<file path="src/hw/rtl/mrc_pkg.sv">
`timescale 1ns / 1ps
`default_nettype none

package mrc_pkg;

   // Page geometry
   localparam int PageBytes = 4096;
   localparam int PageShift = $clog2(PageBytes);

   // Piece list and result limits
   localparam int MaxPieces = 4;
   localparam int MaxOut    = 3;
   localparam int PieceIdxW = $clog2(MaxPieces);
   localparam int PieceCntW = $clog2(MaxPieces + 1);
   localparam int OutCntW   = $clog2(MaxOut);

   // Field widths
   localparam int AddrW  = 32;
   localparam int EndW   = AddrW + 1;
   localparam int CountW = 21;

   // Entry classification
   localparam logic [31:0]     TypeAvailable = 32'd1;
   localparam logic [EndW-1:0] AddrTop       = 33'h1_0000_0000;
   localparam logic [31:0]     LowExcludeLen = 32'h0010_0000;

   // Queue between front and back
   localparam int QueueDepth = 2;
   localparam int QueuePtrW  = $clog2(QueueDepth);
   localparam int QueueCntW  = $clog2(QueueDepth + 1);

   // Register indexes
   localparam int CsrIndexW = 2;
   localparam logic [CsrIndexW-1:0] CsrFirstBase  = 2'd0;
   localparam logic [CsrIndexW-1:0] CsrFirstLen   = 2'd1;
   localparam logic [CsrIndexW-1:0] CsrSecondBase = 2'd2;
   localparam logic [CsrIndexW-1:0] CsrSecondLen  = 2'd3;

   typedef struct packed {
      logic [63:0] entry_base;
      logic [63:0] entry_len;
      logic [31:0] entry_type;
   } req_word_type;

   typedef struct packed {
      logic [AddrW-1:0]  page_base;
      logic [CountW-1:0] page_total;
      logic              clipped;
      logic              last;
   } rsp_word_type;

   typedef struct packed {
      logic [AddrW-1:0] first_base;
      logic [AddrW-1:0] first_len;
      logic [AddrW-1:0] second_base;
      logic [AddrW-1:0] second_len;
   } excl_type;

   typedef struct packed {
      logic [EndW-1:0] pb;
      logic [EndW-1:0] pe;
   } piece_type;

   typedef struct packed {
      piece_type [MaxPieces-1:0] p;
      logic [PieceCntW-1:0]      count;
      logic                      clip;
   } plist_type;

   // One carved entry: per-slot keep flag, aligned base and page count
   typedef struct packed {
      logic                               clip;
      logic [MaxPieces-1:0]               keep;
      logic [MaxPieces-1:0][AddrW-1:0]    base;
      logic [MaxPieces-1:0][CountW-1:0]   pages;
   } carve_type;

endpackage

`default_nettype wire

</file>
<file path="src/hw/rtl/mrc_front.sv">
`timescale 1ns / 1ps
`default_nettype none

module mrc_front (
   input  wire                   clock,
   input  wire                   reset,
   input  wire                   req_valid,
   output logic                  req_stall,
   input  mrc_pkg::req_word_type req_word,
   input  mrc_pkg::excl_type     excl,
   input  wire                   queue_full,
   output logic                  push,
   output mrc_pkg::carve_type    push_data
);

   // Cut one exclusion range out of every live piece, appending split tails
   function automatic mrc_pkg::plist_type cut_pieces(
      input mrc_pkg::plist_type lst,
      input logic [mrc_pkg::AddrW-1:0] xs,
      input logic [mrc_pkg::AddrW-1:0] xlen);
      mrc_pkg::plist_type res;
      logic [mrc_pkg::EndW-1:0] xsum;
      logic [mrc_pkg::EndW-1:0] xe;
      logic [mrc_pkg::EndW-1:0] xs_w;
      logic [mrc_pkg::EndW-1:0] s;
      logic [mrc_pkg::EndW-1:0] e;
      logic hb;
      logic ha;
      begin
         xs_w = {1'b0, xs};
         xsum = {1'b0, xs} + {1'b0, xlen};
         xe   = (xsum > mrc_pkg::AddrTop) ? mrc_pkg::AddrTop : xsum;
         res  = lst;
         for (int j = 0; j < mrc_pkg::MaxPieces; j++) begin
            s = lst.p[j].pb;
            e = lst.p[j].pe;
            if ((mrc_pkg::PieceCntW'(j) < lst.count) && (e > s) &&
                !((e <= xs_w) || (xe <= s))) begin
               hb = s < xs_w;
               ha = xe < e;
               if (hb && ha) begin
                  res.p[j].pe = xs_w;
                  if (res.count < mrc_pkg::PieceCntW'(mrc_pkg::MaxPieces)) begin
                     res.p[res.count[mrc_pkg::PieceIdxW-1:0]].pb = xe;
                     res.p[res.count[mrc_pkg::PieceIdxW-1:0]].pe = e;
                     res.count = res.count + mrc_pkg::PieceCntW'(1);
                  end
               end else if (hb) begin
                  res.p[j].pe = xs_w;
               end else if (ha) begin
                  res.p[j].pb = xe;
               end else begin
                  res.p[j].pe = s;
               end
            end
         end
         return res;
      end
   endfunction

   // Round each piece up to a page and count its whole pages
   function automatic mrc_pkg::carve_type align_pieces(input mrc_pkg::plist_type lst);
      mrc_pkg::carve_type res;
      logic [mrc_pkg::EndW-1:0] s;
      logic [mrc_pkg::EndW-1:0] e;
      logic [mrc_pkg::EndW-1:0] aup;
      logic [mrc_pkg::EndW-1:0] pg;
      begin
         res.clip = lst.clip;
         for (int j = 0; j < mrc_pkg::MaxPieces; j++) begin
            s   = lst.p[j].pb;
            e   = lst.p[j].pe;
            aup = (s + mrc_pkg::EndW'(mrc_pkg::PageBytes - 1)) &
                  ~mrc_pkg::EndW'(mrc_pkg::PageBytes - 1);
            pg  = (e - aup) >> mrc_pkg::PageShift;
            res.keep[j] = (mrc_pkg::PieceCntW'(j) < lst.count) && (e > s) &&
                          (aup < e) && (pg != '0);
            res.base[j] = aup[mrc_pkg::AddrW-1:0];
            res.pages[j] = (|pg[mrc_pkg::EndW-1:mrc_pkg::CountW]) ?
                           {mrc_pkg::CountW{1'b1}} : pg[mrc_pkg::CountW-1:0];
         end
         return res;
      end
   endfunction

   logic               s1_vld_ff, s1_vld_in;
   logic               s2_vld_ff, s2_vld_in;
   logic               s3_vld_ff, s3_vld_in;
   mrc_pkg::plist_type s1_ff, s1_in;
   mrc_pkg::plist_type s2_ff, s2_in;
   mrc_pkg::plist_type s3_ff, s3_in;

   logic                       advance;
   logic                       pass;
   logic                       over;
   logic [mrc_pkg::EndW-1:0]   base_w;
   logic [mrc_pkg::EndW-1:0]   room;
   logic [mrc_pkg::EndW-1:0]   end_w;
   mrc_pkg::carve_type         carve;

   // Advance the whole front unless the last stage waits on a full queue
   assign advance   = !s3_vld_ff || !queue_full;
   assign req_stall = !advance;

   // Classify the entry and clip its end at the top of the 32-bit space
   always_comb begin
      pass   = (req_word.entry_type == mrc_pkg::TypeAvailable) &&
               (req_word.entry_base[63:32] == 32'd0) &&
               (req_word.entry_len != 64'd0);
      base_w = {1'b0, req_word.entry_base[31:0]};
      room   = mrc_pkg::AddrTop - base_w;
      over   = (req_word.entry_len[63:33] != '0) ||
               (req_word.entry_len[32:0] > room);
      end_w  = over ? mrc_pkg::AddrTop : (base_w + req_word.entry_len[32:0]);
      s1_in          = '0;
      s1_in.p[0].pb  = base_w;
      s1_in.p[0].pe  = end_w;
      s1_in.count    = mrc_pkg::PieceCntW'(1);
      s1_in.clip     = over;
   end

   // Cut the two exclusion ranges in order
   always_comb begin
      s1_vld_in = req_valid && pass;
      s2_vld_in = s1_vld_ff;
      s3_vld_in = s2_vld_ff;
      s2_in     = cut_pieces(s1_ff, excl.first_base, excl.first_len);
      s3_in     = cut_pieces(s2_ff, excl.second_base, excl.second_len);
   end

   // Hand entries with at least one usable piece to the queue
   assign carve     = align_pieces(s3_ff);
   assign push      = s3_vld_ff && !queue_full && (|carve.keep);
   assign push_data = carve;

   always_ff @(posedge clock) begin
      if (reset) begin
         s1_vld_ff <= 1'b0;
         s2_vld_ff <= 1'b0;
         s3_vld_ff <= 1'b0;
      end else if (advance) begin
         s1_vld_ff <= s1_vld_in;
         s2_vld_ff <= s2_vld_in;
         s3_vld_ff <= s3_vld_in;
      end
   end

   always_ff @(posedge clock) begin
      if (advance) begin
         s1_ff <= s1_in;
         s2_ff <= s2_in;
         s3_ff <= s3_in;
      end
   end

endmodule

`default_nettype wire

</file>
<file path="src/hw/rtl/mrc_queue.sv">
`timescale 1ns / 1ps
`default_nettype none

module mrc_queue (
   input  wire                clock,
   input  wire                reset,
   input  wire                push,
   input  mrc_pkg::carve_type push_data,
   output logic               full,
   input  wire                pop,
   output logic               nonempty,
   output mrc_pkg::carve_type pop_data
);

   mrc_pkg::carve_type                slot_ff [mrc_pkg::QueueDepth];
   logic [mrc_pkg::QueuePtrW-1:0]     wr_ptr_ff, wr_ptr_in;
   logic [mrc_pkg::QueuePtrW-1:0]     rd_ptr_ff, rd_ptr_in;
   logic [mrc_pkg::QueueCntW-1:0]     fill_ff, fill_in;

   assign full     = (fill_ff == mrc_pkg::QueueCntW'(mrc_pkg::QueueDepth));
   assign nonempty = (fill_ff != '0);
   assign pop_data = slot_ff[rd_ptr_ff];

   // Wrap pointers and track the fill level
   always_comb begin
      wr_ptr_in = wr_ptr_ff;
      rd_ptr_in = rd_ptr_ff;
      fill_in   = fill_ff;
      if (push) begin
         wr_ptr_in = (wr_ptr_ff == mrc_pkg::QueuePtrW'(mrc_pkg::QueueDepth - 1)) ?
                     '0 : wr_ptr_ff + mrc_pkg::QueuePtrW'(1);
      end
      if (pop) begin
         rd_ptr_in = (rd_ptr_ff == mrc_pkg::QueuePtrW'(mrc_pkg::QueueDepth - 1)) ?
                     '0 : rd_ptr_ff + mrc_pkg::QueuePtrW'(1);
      end
      if (push && !pop) begin
         fill_in = fill_ff + mrc_pkg::QueueCntW'(1);
      end else if (pop && !push) begin
         fill_in = fill_ff - mrc_pkg::QueueCntW'(1);
      end
   end

   always_ff @(posedge clock) begin
      if (reset) begin
         wr_ptr_ff <= '0;
         rd_ptr_ff <= '0;
         fill_ff   <= '0;
      end else begin
         wr_ptr_ff <= wr_ptr_in;
         rd_ptr_ff <= rd_ptr_in;
         fill_ff   <= fill_in;
      end
   end

   always_ff @(posedge clock) begin
      if (push) begin
         slot_ff[wr_ptr_ff] <= push_data;
      end
   end

endmodule

`default_nettype wire

</file>
<file path="src/hw/rtl/mrc_back.sv">
`timescale 1ns / 1ps
`default_nettype none

module mrc_back (
   input  wire                   clock,
   input  wire                   reset,
   input  wire                   queue_nonempty,
   input  mrc_pkg::carve_type    queue_data,
   output logic                  pop,
   output logic                  rsp_valid,
   input  wire                   rsp_stall,
   output mrc_pkg::rsp_word_type rsp_word
);

   logic                        cur_vld_ff, cur_vld_in;
   mrc_pkg::carve_type          cur_ff, cur_in;
   logic [mrc_pkg::OutCntW-1:0] num_ff, num_in;
   logic                        rsp_valid_ff, rsp_valid_in;
   mrc_pkg::rsp_word_type       rsp_word_ff, rsp_word_in;

   logic                           out_load;
   logic                           emit;
   logic                           is_last;
   logic                           found;
   logic [mrc_pkg::MaxPieces-1:0]  pick;
   logic [mrc_pkg::MaxPieces-1:0]  rest;
   logic [mrc_pkg::AddrW-1:0]      sel_base;
   logic [mrc_pkg::CountW-1:0]     sel_pages;

   // Pick the lowest-indexed remaining piece of the current entry
   always_comb begin
      found     = 1'b0;
      pick      = '0;
      sel_base  = '0;
      sel_pages = '0;
      for (int j = 0; j < mrc_pkg::MaxPieces; j++) begin
         pick[j] = cur_ff.keep[j] && !found;
         found   = found || cur_ff.keep[j];
         if (pick[j]) begin
            sel_base  = cur_ff.base[j];
            sel_pages = cur_ff.pages[j];
         end
      end
      rest    = cur_ff.keep & ~pick;
      is_last = (rest == '0) || (num_ff == mrc_pkg::OutCntW'(mrc_pkg::MaxOut - 1));
   end

   // Emit one piece per cycle while the output is not stalled; fetch the next entry as the last piece leaves
   assign out_load = !rsp_valid_ff || !rsp_stall;
   assign emit     = cur_vld_ff && out_load;
   assign pop      = queue_nonempty && (!cur_vld_ff || (emit && is_last));

   always_comb begin
      cur_vld_in   = cur_vld_ff;
      cur_in       = cur_ff;
      num_in       = num_ff;
      rsp_valid_in = rsp_valid_ff;
      rsp_word_in  = rsp_word_ff;
      if (pop) begin
         cur_vld_in = 1'b1;
         cur_in     = queue_data;
         num_in     = '0;
      end else if (emit) begin
         cur_vld_in  = !is_last;
         cur_in.keep = rest;
         num_in      = num_ff + mrc_pkg::OutCntW'(1);
      end
      if (out_load) begin
         rsp_valid_in           = emit;
         rsp_word_in.page_base  = sel_base;
         rsp_word_in.page_total = sel_pages;
         rsp_word_in.clipped    = cur_ff.clip;
         rsp_word_in.last       = is_last;
      end
   end

   always_ff @(posedge clock) begin
      if (reset) begin
         cur_vld_ff   <= 1'b0;
         rsp_valid_ff <= 1'b0;
      end else begin
         cur_vld_ff   <= cur_vld_in;
         rsp_valid_ff <= rsp_valid_in;
      end
   end

   always_ff @(posedge clock) begin
      cur_ff      <= cur_in;
      num_ff      <= num_in;
      rsp_word_ff <= rsp_word_in;
   end

   assign rsp_valid = rsp_valid_ff;
   assign rsp_word  = rsp_word_ff;

endmodule

`default_nettype wire

</file>
<file path="src/hw/rtl/memory_range_carver.sv">
`timescale 1ns / 1ps
`default_nettype none

// Channel   Direction  Handshake            Word
// req       in         req_valid/req_stall  entry_base, entry_len, entry_type
// rsp       out        rsp_valid/rsp_stall  page_base, page_total, clipped, last
// csr       in         csr_wr_en            csr_index, csr_wdata (no read-back)
//
// An entry passes the front's classify, first-cut and second-cut stages, then a
// two-entry queue and the back's current-entry and output registers; its one to
// three pieces leave one per cycle while rsp_stall is low.
// The front takes an entry every cycle unless its last stage waits on a full queue.
// Reset is synchronous; exclusions come up as base 0 / 1 MiB and base 0 / 0.
// rsp_stall holds the output word; a full queue stalls req when the front's last stage holds an entry.

module memory_range_carver (
   input  wire                                 clock,
   input  wire                                 reset,
   input  wire                                 req_valid,
   output logic                                req_stall,
   input  mrc_pkg::req_word_type               req_word,
   output logic                                rsp_valid,
   input  wire                                 rsp_stall,
   output mrc_pkg::rsp_word_type               rsp_word,
   input  wire                                 csr_wr_en,
   input  wire [mrc_pkg::CsrIndexW-1:0]        csr_index,
   input  wire [mrc_pkg::AddrW-1:0]            csr_wdata
);

   mrc_pkg::excl_type  excl_ff, excl_in;
   mrc_pkg::carve_type push_data;
   mrc_pkg::carve_type queue_data;
   logic               push;
   logic               pop;
   logic               queue_full;
   logic               queue_nonempty;

   // Update the addressed exclusion register
   always_comb begin
      excl_in = excl_ff;
      if (csr_wr_en) begin
         case (csr_index)
            mrc_pkg::CsrFirstBase:  excl_in.first_base  = csr_wdata;
            mrc_pkg::CsrFirstLen:   excl_in.first_len   = csr_wdata;
            mrc_pkg::CsrSecondBase: excl_in.second_base = csr_wdata;
            mrc_pkg::CsrSecondLen:  excl_in.second_len  = csr_wdata;
            default: excl_in = excl_ff;
         endcase
      end
   end

   always_ff @(posedge clock) begin
      if (reset) begin
         excl_ff.first_base  <= '0;
         excl_ff.first_len   <= mrc_pkg::LowExcludeLen;
         excl_ff.second_base <= '0;
         excl_ff.second_len  <= '0;
      end else begin
         excl_ff <= excl_in;
      end
   end

   mrc_front u_front (
      .clock      (clock),
      .reset      (reset),
      .req_valid  (req_valid),
      .req_stall  (req_stall),
      .req_word   (req_word),
      .excl       (excl_ff),
      .queue_full (queue_full),
      .push       (push),
      .push_data  (push_data)
   );

   mrc_queue u_queue (
      .clock     (clock),
      .reset     (reset),
      .push      (push),
      .push_data (push_data),
      .full      (queue_full),
      .pop       (pop),
      .nonempty  (queue_nonempty),
      .pop_data  (queue_data)
   );

   mrc_back u_back (
      .clock          (clock),
      .reset          (reset),
      .queue_nonempty (queue_nonempty),
      .queue_data     (queue_data),
      .pop            (pop),
      .rsp_valid      (rsp_valid),
      .rsp_stall      (rsp_stall),
      .rsp_word       (rsp_word)
   );

endmodule

`default_nettype wire

</file>
<file path="config.mk">
export PLATFORM = sky130hd
export DESIGN_NAME = memory_range_carver
export DESIGN_NICKNAME = d
export VERILOG_FILES = /design/src/hw/rtl/mrc_pkg.sv /design/src/hw/rtl/mrc_front.sv /design/src/hw/rtl/mrc_queue.sv /design/src/hw/rtl/mrc_back.sv /design/src/hw/rtl/memory_range_carver.sv
export SDC_FILE = /design/constraint.sdc
export NUM_CORES = 2
export LEC_CHECK = 0
export BUFFER_PORTS_ARGS = -buffer_cell sky130_fd_sc_hd__buf_2
export CAP_MARGIN = 20
export CORE_MARGIN = 8
export CORE_UTILIZATION = 50
export DETAILED_ROUTE_END_ITERATION = 10
export PLACE_DENSITY = 0.68
export RECOVER_POWER = 50
export SLEW_MARGIN = 30
export SYNTH_ARGS = -nofsm -noshare
export SYNTH_HDL_FRONTEND = slang
export SYNTH_HIERARCHICAL = 1
export SYNTH_SLANG_ARGS = --single-unit
</file>
<file path="constraint.sdc">
create_clock -name clock -period 20.2 [get_ports clock]
set_input_delay 2.02 -clock clock [delete_from_list [all_inputs] [get_ports clock]]
set_output_delay 2.02 -clock clock [all_outputs]
set_load 0.005 [all_outputs]
</file>
---- After elaboration in Yosys (flattened, before gate mapping) ----
Memory sizes are Yosys's and may differ from the RTL's. A register that Yosys moved wholly into a read port is not among the register bits.
Cells that the tools add are included.
word-level totals
  bits in writable memories ............... 338
  input port bits ......................... 199
  word-level logic and storage cells ...... 318
  memories kept ........................... 1
  register bits ........................... 1013
  output and inout bits ................... 57
memory list
  memory           depth  width  rd ports  clocked after Yosys merged registers in  write ports  RTL line         text
  u_queue.slot_ff  2      169    1         1                                        1            mrc_queue.sv:15  mrc_pkg::carve_type slot_ff [mrc_pkg::QueueDepth];
cells by class
  reduce and logical (&&, ||, !) cells .... 91
  equal/unequal tests ..................... 6
  muxes and demuxes ....................... 88
  bitwise operators ....................... 4
  $lt $le $gt $ge ......................... 56
  add/sub/neg operators ................... 21
operators with widths
  operator                number
  $mux 267                8
  $bwmux 264              8
  $demux 66 s2            8
  $mux 33                 24
  $mux 66                 9
  $gt 33x33->1            9
  $lt 33x33->1            9
  $mux 201                1
  $le 33x32->1            6
  $mux 198                1
  $mux 32                 6
  $mux 135                1
  $add 33x12->33 const B  4
  $le 33x33->1            4
  $lt 33x32->1            4
  $mux 132                1
  $reduce_bool 33->1      4
  $sub 33x33->33          4
  $mux 21                 4
  $mux 69                 1
  $mux 68                 1
  $add 32x32->33          2
  $gt 33x33->1 const B    2
  $mux 65                 1
  34 further kinds        144

---- Logic depth before layout (Yosys ltp) ----
  depth after elaboration ................. 36
  depth in mapped cells ................... 31
  mapped depth without buffers ............ 29

---- Modules after synthesis ----
Netlist, hierarchy kept.
by module, submodules not included
  module               cells an instance  instances  sequential area each (um^2)  area each (um^2)
  mrc_front            5432               1          14143.6                      47991.0
  mrc_queue            697                1          13132.6                      16392.0
  mrc_back             496                1          8247.9                       9709.3
  memory_range_carver  455                1          2562.5                       5056.1

---- Worst setup path before layout ----
Ideal clock, no wire load.
  kind .................................... register to register
  start ................................... register u_front/s3_ff[176] (netlist bit)
  end ..................................... memory u_queue/slot_ff[0][0] (netlist bit) (enable)
  setup slack ............................. 4.817 ns
  buffers on the path ..................... 0
  period minus slack after synthesis ...... 15.383 ns
  cell stages (with the launch flop) ...... 26
  arrival ................................. 14.559 ns
  cells stage by stage .................... edfxtp_1 -> nor4_1 -> a31oi_1 -> nand2_1 -> nor2_1 -> nand3_1 -> nor2_1 -> nand4_1 -> nor4_1 -> and3_1 -> nand3_1 -> xnor2_1 -> inv_1 -> ha_1 -> nand4_1 -> or3_1 -> or4_1 -> o21ai_0 -> nor4_1 -> nor2_1 -> or4_1 -> nor4_1 -> and3_1 -> a41oi_1 -> o41a_1 -> nor2b_1
RTL lines
  item                      RTL line          text
  start: declaration        mrc_front.sv:91   mrc_pkg::plist_type s3_ff, s3_in;
  start signal: assignment  mrc_front.sv:152  s3_ff <= s3_in;
  end: declaration          mrc_queue.sv:15

==> out/results.txt <==
For the worst setup path, the data required time is 20,730 ps. The initialized floorplan defines 146 standard-cell rows. The run finished, with violations left. The combinational cell fraction of total power is 12.0%. Counting flops with a built-in enable in the synthesized netlist gives 1,175.

For this run the aggregate overflow at the end of global routing stands at 0. For the routed length on met2, the log shows 119,600 um. Critical path class: flop to flop. The cell that appears most often on the critical path is sky130_fd_sc_hd__nor4_1.

The final critical path takes up 52.99% of the cycle. After floorplanning, the core was sized to cover 157,800 um^2. The worst setup path is captured at a flop. For this design the top-level I/O count stands at 256. In this run, distinct cell masters in the synthesized netlist total 95. TritonCTS built the clock tree. The path category of the worst min-delay check was flop to flop. The max-slew violation count is 1,105. Each instance of the synthesized netlist takes up on average 11.18 um^2.

Global routing used 29.14% of the available tracks. The tools report the wire length of the first global-routing pass as 371,700 um. In the final routed layout, each cell accounts on average for 26.98 um. After technology mapping, the gate count stands at 7,080.

The final setup violation count was 0. The maximum count of clock buffers along a single path is 3. The switching part of the total power was 25.68%. Excluding fillers, the count of instances in the completed layout stands at 9,523. The critical path data arrival time was 11,230 ps. The die is 413.9 um tall. Timing would allow up to 0.09343 GHz. The largest net degree at the start of global routing is 93. In this run, synthesis produced a sequential element count of 1,315. For this block, wires on met1 add up to 106,000 um.

The number of max-cap violations was 20. Top routing layer in use: met5. The worst setup path is launched from a flop.

After filler insertion, the fill cell instance count of the layout stands at 13,670. The tools report the remaining antenna violation count after routing as 0. Summed over all nets, the half-perimeter wirelength after detailed placement is 201,100 um.

CTS placed an instance of sky130_fd_sc_hd__clkbuf_16 at the clock tree root. Dividing the detail-routed via count by the number of cells gives 6.088. The maximum level of the CTS H-tree is 4, and the part of the power in the clock network is 41.2%.

The clock sink count is 1,315, and the area added between synthesis and finish is 9.683%. The die span in x came out at 413.9 um. Final hold slack: 432.9 ps. Setup repair after global routing left no endpoint under its margin.

At the pin with the least slew margin, the transition time is 4028 ps. In this run the power density over the cells is 74.37 nW/um^2. In the layout the commonest cells are sky130_fd_sc_hd__edfxtp_1 (1,175), sky130_fd_sc_hd__ha_1 (833), sky130_fd_sc_hd__inv_1 (568). The via count of the first global-routing pass is 58,350, and the clock slew seen by the registers of the worst setup and hold paths is 60 ps. Counting the buffers created by CTS gives 144. After routing, the total negative slack on setup checks comes to 0 ps. In this run, post-CTS repair resized a total of 0 instances. In this run the power spent charging and discharging nets is 1.658 mW. The number of hold violations in the final report is 0, and the final weighted congestion in routability-driven placement is 1.022.

The share of post-route cells with drive strength above 1 is 8.500%. Iteration-0 DRC count of the detailed router: 5,062. After synthesis, the share of flip-flops with an asynchronous set or reset is 0%. In this design, the stage delay of the slowest critical-path cell is 890 ps. After detailed routing, the total wire length is 256,900 um.

The internal power consumption came out at 4.798 mW. Leaving out fill and tap cells, the most frequent cell in the layout is sky130_fd_sc_hd__edfxtp_1. The share of total power dissipated in sequential elements is 46.8%. The final reports fail on capacitance limit, slew limit. After synthesis the cells add up to 79,150 um^2. For the vias after detailed routing, the log shows 57,980. The number of antenna violations at the first check in global routing is 6.

The highest net fanout along the worst path works out to 66. Including well taps, the total number of placed cells is 9,256. The routed wire length on met3 was 14,260 um; the number of post-CTS setup repair buffers was 0. The worst voltage drop across the vdd grid was 0.00009145 V; the clock latency on the worst-skew pair was 810 ps.

The die covers 171,300 um^2. The time the worst path needs with I/O delays and setup works out to 10,700 ps. The logs give 0 for the number of remaining DRC errors and 6 for the number of warnings printed during yosys synthesis. Static leakage: 36.02 nW.

During placement, the flow inserted port buffers numbering 255. Across the routed clock network, the largest skew measured is 40.94 ps. At the end of the flow, the number of nets in the layout was 8,370.

Most instantiated flip-flop cell in the synthesis netlist: sky130_fd_sc_hd__edfxtp_1. The worst pin sits at a relative slew slack of -168.6%. The proportion of synthesized chip area in sequential cells was 48.12%. On the critical path, the stage with the largest delay is an instance of sky130_fd_sc_hd__nor2b_1. Hold repair after CTS inserted 0 buffers. The starting utilization of the core area was 50.15%. The first detailed-routing pass ran for 6 iterations.
-- Yosys cell counts (86+ instances only) --
cell type,number,area [um^2]
sky130_fd_sc_hd__a21o_1,175,1314
sky130_fd_sc_hd__a21oi_1,410,2052
sky130_fd_sc_hd__clkbuf_1,162,608.1
sky130_fd_sc_hd__dfxtp_1,140,2803
sky130_fd_sc_hd__edfxtp_1,1175,35280
sky130_fd_sc_hd__ha_1,833,10420
sky130_fd_sc_hd__inv_1,568,2132
sky130_fd_sc_hd__mux2_2,123,1385
sky130_fd_sc_hd__mux2_4,131,1967
sky130_fd_sc_hd__mux2i_1,187,1872
sky130_fd_sc_hd__nand2_1,423,1588
sky130_fd_sc_hd__nand2b_1,218,1364
sky130_fd_sc_hd__nand3_1,113,565.5
sky130_fd_sc_hd__nand4_1,161,1007
sky130_fd_sc_hd__nor2_1,469,1760
sky130_fd_sc_hd__nor3_1,151,755.7
sky130_fd_sc_hd__nor4_1,86,538.0
sky130_fd_sc_hd__o21ai_0,283,1416
sky130_fd_sc_hd__xnor2_1,187,1638
sky130_fd_sc_hd__xor2_1,86,753.2
-- state kept, by name, indices dropped and copies added (netlist names), 2 cells and up, named ones only --
name,count
u_queue/slot_ff,434
u_front/s3_ff,267
u_back/cur_ff,217
u_front/s2_ff,135
excl_ff,128
u_front/s1_ff,66
u_back/rsp_word,55
u_back/num_ff,2
u_queue/fill_ff,2
-- logic make-up (layout without fill, tap and decap cells) --
kind of cell | count (synthesis) | after routing | synth area share [%]
muxes | 442 | 442 | 6.614
AOI/OAI and AO/OA | 1497 | 1497 | 12.63
other | 1 | 52 | 0.004738
adders and majority gates | 840 | 840 | 13.35
DFF | 1315 | 1315 | 48.12
and+or+nand+nor | 1870 | 1870 | 11.78
buffers and inverters | 842 | 1162 | 4.478
xor gates and xnor gates | 273 | 273 | 3.021
-- through the flow --
step / power [mW] / setup WS [ps] / utilization [%] / cell area [um^2]
finish: 6.457 / 9497 / 55.00 / 86810
global route: 6.655 / 8852 / 55.00 / 86800
CTS: 6.496 / 9326 / 55.41 / 87460
detailed placement: 3.838 / 9360 / 52.39 / 82680
global placement: 3.825 / 9597 / 52.29 / 82530
floorplan: 3.516 / 4817 / - / 79320
-- area by class of cell --
type                       count  area [um^2]  area share [%]
sequential                  1315        38090           43.87
multi-input combinational   4970        37450           43.14
clock buffer                 186         3814           4.393
tap                         2072         2592           2.986
inverter                     570         2140           2.465
timing repair buffer         330         1757           2.024
clock inverter                76        959.7           1.105
antenna                        4        10.01         0.01153
-- routing by layer --
layer	GRT usage, %	up-vias
li1	-	26890
met1	36.67	28430
met2	48.37	2127
met3	3.779	526
met4	16.73	2
met5	0	-
-- critical path: cells and delay by family (launching register included) --
family,cells,cell delay (ps)
simple gates,11,4310
compound gates,9,2970
mux,1,350
flops,1,400
xor+xnor,1,490
fa+ha+maj,3,930
buf+inv,2,940
-- path summary, 6_finish.rpt --
path,startpoint,end,slack (ps),cells after the start
hold / removal,u_front/s2_ff[0],u_front/push_data[216],430,0
setup / recovery,excl_ff[32],u_front/s3_ff[51],9500,27
setup reg to reg,excl_ff[32],u_front/s3_ff[51],9500,27
hold reg to reg,u_front/s2_ff[0],u_front/push_data[216],430,0
-- power by group through the flow --
stage,logic [mW],registers (mW),clock network (mW)
floorplan,0.460,3.06,0
detailed placement,0.759,3.08,0
global route,0.823,3.03,2.81
global placement,0.747,3.08,0
finish,0.773,3.02,2.66
CTS,0.763,3.02,2.71
Note: power is estimated with default switching activity, not from simulation.
